[src/rtl/positional_list_buffer_macros.svh]
// Assertion macros shared by the list buffer RTL
`ifndef POSITIONAL_LIST_BUFFER_MACROS_SVH
`define POSITIONAL_LIST_BUFFER_MACROS_SVH

// Same-cycle implication, disabled in reset
`define PLB_ASSERT_IMP(label, clk, rst_n, ante, cons, msg) \
  label: assert property (@(posedge clk) disable iff (!rst_n) (ante) |-> (cons)) \
    else $error(msg);

// Next-cycle implication, disabled in reset
`define PLB_ASSERT_NXT(label, clk, rst_n, ante, cons, msg) \
  label: assert property (@(posedge clk) disable iff (!rst_n) (ante) |=> (cons)) \
    else $error(msg);

`endif

[src/rtl/plb_pkg.sv]
// Types and constants for the positional list buffer
package plb_pkg;

  localparam int ACT_W  = 3;
  localparam int POS_W  = 7;
  localparam int VAL_W  = 32;
  localparam int ST_W   = 2;
  localparam int CNT_W  = 7;

  typedef enum logic [ACT_W-1:0] {
    ACT_APPEND   = 3'd0,
    ACT_REMOVE   = 3'd1,
    ACT_INSERT   = 3'd2,
    ACT_ERASE    = 3'd3,
    ACT_ERASE_BT = 3'd4,
    ACT_READ     = 3'd5,
    ACT_CLEAR    = 3'd6
  } act_t;

  typedef enum logic [ST_W-1:0] {
    ST_OK     = 2'd0,
    ST_EMPTY  = 2'd1,
    ST_BADIDX = 2'd2,
    ST_FULL   = 2'd3
  } status_t;

  // What every cell of the row does on a given cycle
  typedef enum logic [1:0] {
    OP_HOLD = 2'd0,
    OP_UP   = 2'd1,
    OP_DOWN = 2'd2
  } cell_op_t;

endpackage

[src/rtl/plb_cell.sv]
// One list position: holds a word, loads the new word or takes a neighbour's
module plb_cell
  import plb_pkg::*;
#(
  parameter int IDX        = 0,
  parameter int DATA_WIDTH = 32,
  parameter int IW         = 7
) (
  input  logic                  clk,
  input  cell_op_t              op,
  input  logic [IW-1:0]         pos,
  input  logic [DATA_WIDTH-1:0] wr_data,
  input  logic [DATA_WIDTH-1:0] left_q,
  input  logic [DATA_WIDTH-1:0] right_q,
  output logic [DATA_WIDTH-1:0] q
);

  localparam logic [IW-1:0] MY_IDX = IW'(IDX);

  logic [DATA_WIDTH-1:0] q_r;
  logic [DATA_WIDTH-1:0] q_nxt;

  always_comb begin
    q_nxt = q_r;
    case (op)
      OP_UP: begin
        if (MY_IDX == pos) begin
          q_nxt = wr_data;
        end else if (MY_IDX > pos) begin
          q_nxt = left_q;
        end
      end
      OP_DOWN: begin
        if (MY_IDX >= pos) begin
          q_nxt = right_q;
        end
      end
      default: q_nxt = q_r;
    endcase
  end

  always_ff @(posedge clk) begin
    q_r <= q_nxt;
  end

  assign q = q_r;

endmodule

[config.mk]
export PLATFORM = sky130hd
export DESIGN_NAME = plb_cell
export DESIGN_NICKNAME = d
export VERILOG_FILES = /design/src/rtl/positional_list_buffer_macros.svh /design/src/rtl/plb_pkg.sv /design/src/rtl/plb_cell.sv
export SDC_FILE = /design/constraint.sdc
export NUM_CORES = 1
export LEC_CHECK = 0
export BUFFER_PORTS_ARGS = -buffer_cell sky130_fd_sc_hd__clkbuf_2
export CAP_MARGIN = 10
export CORE_AREA = 2 2 84 86
export CTS_CLUSTER_SIZE = 28
export DETAILED_ROUTE_END_ITERATION = 10
export DIE_AREA = 0 0 86 88
export SLEW_MARGIN = 20
export SYNTH_ARGS = -nofsm -noshare
export SYNTH_HDL_FRONTEND = slang
export SYNTH_SLANG_ARGS = --single-unit
[constraint.sdc]
create_clock -name clk -period 7 [get_ports clk]
set_input_delay 0.7 -clock clk [delete_from_list [all_inputs] [get_ports clk]]
set_output_delay 0.7 -clock clk [all_outputs]
set_load 0.03 [all_outputs]
==> impl_metrics.json <==
{
  "status": "finished with violations",
  "violations": "DRC",
  "grtUsageMet1_pct": 18.14,
  "drt_wl_total_um": 5401,
  "start_kind": "input port",
  "yosysWarnings": 0,
  "ys_types": 19,
  "grt_antenna_before_repair": 0,
  "ys_ff_latch": 32,
  "critPathBufInv": 3,
  "wire_per_inst_um": 13.54,
  "dieArea_um2": 7568,
  "first_pass_iters": 7,
  "dpl-instance-area_um2": 2685,
  "coreArea_um2": 6644,
  "grtUsageMet2_pct": 24.38,
  "largest_register_ffs": 32,
  "final-hold-violation-count": 0,
  "hold_slack_ns": 0.7123,
  "overflow": 0,
  "final_area_um2": 2790,
  "root_buffer": "clkbuf_8",
  "final-seq-area_um2": 960.9,
  "cap_violations": 0,
  "postCtsSetupBuffers": 0,
  "cpPeakStageDelay_ns": 0.52,
  "power_mw": 0.4198,
  "endpoint_kind": "flip-flop",
  "grt_start_max_net_pins": 66,
  "crit_slowest_cell": "a21oi_4",
  "fin_crit_ns": 2.745,
  "path_clk_slew_ns": 0.06,
  "antenna_cells": 0,
  "arrival_ns": 2.73,
  "holdPathStages": 3,
  "critPathMaxFanout": 33,
  "num_vias": 1915,
  "pin_count": 138,
  "power.leakage_nw": 1.213,
  "grt-busiest-layer": "met2",
  "io_buffers": 137,
  "drc": 1,
  "cts_tree": "built",
  "final_cell_mix": "clkbuf_2 (137), nand2_1 (40), edfxtp_1 (32), o211ai_1 (21), o211ai_2 (19)",
  "cts_hold_buf": 0,
  "die_h_um": 88,
  "finalSetupViolCount": 0,
  "via_per_inst": 4.799,
  "max_freq_ghz": 0.3643,
  "synth_cells": 191,
  "nFillCells": 689,
  "synth_area_per_cell_um2": 10.19,
  "cts_resized": 0,
  "fp-row-count": 30,
  "crit_family": "simple AND/OR/NAND/NOR gates",
  "ys_seq_area_share_pct": 49.36,
  "min_to": "q[2]",
  "cp.required_ns": 6.98,
  "netlist_area_um2": 1947,
  "grt_pass1_vias": 1957,
  "path_class": "input port to flip-flop",
  "gp_congestion": 0.7544,
  "hold_path_class": "input port to flip-flop",
  "synth_nets": 297,
  "final_common_cell": "clkbuf_2",
  "hold_path.startpoint": "right_q[2]",
  "setup_tns_ns": 0,
  "area_growth_pct": 43.32,
  "clockBufferDepth": 2,
  "slew_headroom_pct": 56.94,
  "multi_input_area_um2": 900.9,
  "die_w_um": 86,
  "powerDensity_nw_per_um2": 150.4,
  "worst_slew_pin_slew_ns": 0.6436,
  "slew_viol_final": 0,
  "grt_use_total_pct": 14.48,
  "nets": 425,
  "initial_core_util_pct": 29.30,
  "crit_chain": "clkbuf_2 -> or4_1 -> buf_4 -> or2_4 -> a21oi_4 -> buf_16",
  "cts.sinks": 32,
  "met3_usage_pct": 4.618,
  "antenna_left": 0,
  "h-tree-depth": 2,
  "first_iter_violations": 71,
  "drive_above_1_share_pct": 53.61,
  "vdd_drop_max_uv": 57.05,
  "rsz0062_at_grt": "false",
  "numCtsBuffers": 5,
  "period_share_pct": 39.21,
  "grt_pass1_wl_um": 8673
}
## cell type report
cell class	count	share of cell area, %
clock buffer	6	2.601
timing repair buffer	143	26.91
multi-input combinational	137	32.29
sequential	32	34.44
tap	80	3.587
clock inverter	1	0.1794
## per-layer routing
layer  share of wire, %  up-vias
met5                  0        -
met4               0.52        0
met3                8.9        3
met2                 47       91
met1                 44      835
li1                   -      986
## how the worst max path moves through the flow
| stage | end | cells past startpoint | start | slack, ns |
|---|---|---|---|---|
| floorplan | q[0] | 5 | pos[4] | 3.22 |
| global placement | q[12] | 5 | pos[4] | 3.80 |
| detailed placement | q[25] | 5 | pos[4] | 3.73 |
| CTS | q[12] | 5 | pos[4] | 4.05 |
| global route | q[5] | 6 | pos[4] | 4.14 |
| finish | q[5] | 6 | pos[4] | 4.26 |
## per-stage QoR
stage	utilization (%)	setup slack, ns	instances
after floorplan	-	3.215	191
after global placement	40.41	3.803	391
after detailed placement	40.41	3.731	391
after CTS	41.58	4.052	398
final	42.00	4.255	399
after global routing	42.00	4.135	399
## cell usage after synthesis (all sizes together)
master / count / share of area [%]
buf: 4 / 1.6
or4: 1 / 0.39
nor2b: 1 / 0.32
edfxtp: 32 / 49
a21oi: 1 / 0.26
nor4: 1 / 0.32
nor2: 13 / 2.5
or3: 1 / 0.32
nand2b: 2 / 0.64
clkbuf: 18 / 3.5
or2: 1 / 0.45
nand4b: 12 / 5.4
o211ai: 40 / 20
nand2: 40 / 7.7
o21ai: 12 / 3.1
a31oi: 12 / 3.9
## logic make-up (layout without fill, tap and decap cells)
| group | after synthesis | in the layout | synth area share, % |
|---|---|---|---|
| DFF | 32 | 32 | 49.36 |
| buffers and inverters | 22 | 150 | 5.076 |
| and+or+nand+nor | 72 | 72 | 18.06 |
| AOI/OAI and AO/OA | 65 | 65 | 27.51 |
## where the power goes
part / internal, mW / leakage [nW] / switching [mW] / total [mW]
registers: 0.213 / 0.286 / 0.000193 / 0.214
clock network: 0.0674 / 0.0410 / 0.0627 / 0.130
logic: 0.0388 / 0.886 / 0.0373 / 0.0761
No activity file was read; power rests on OpenSTA's default activity.
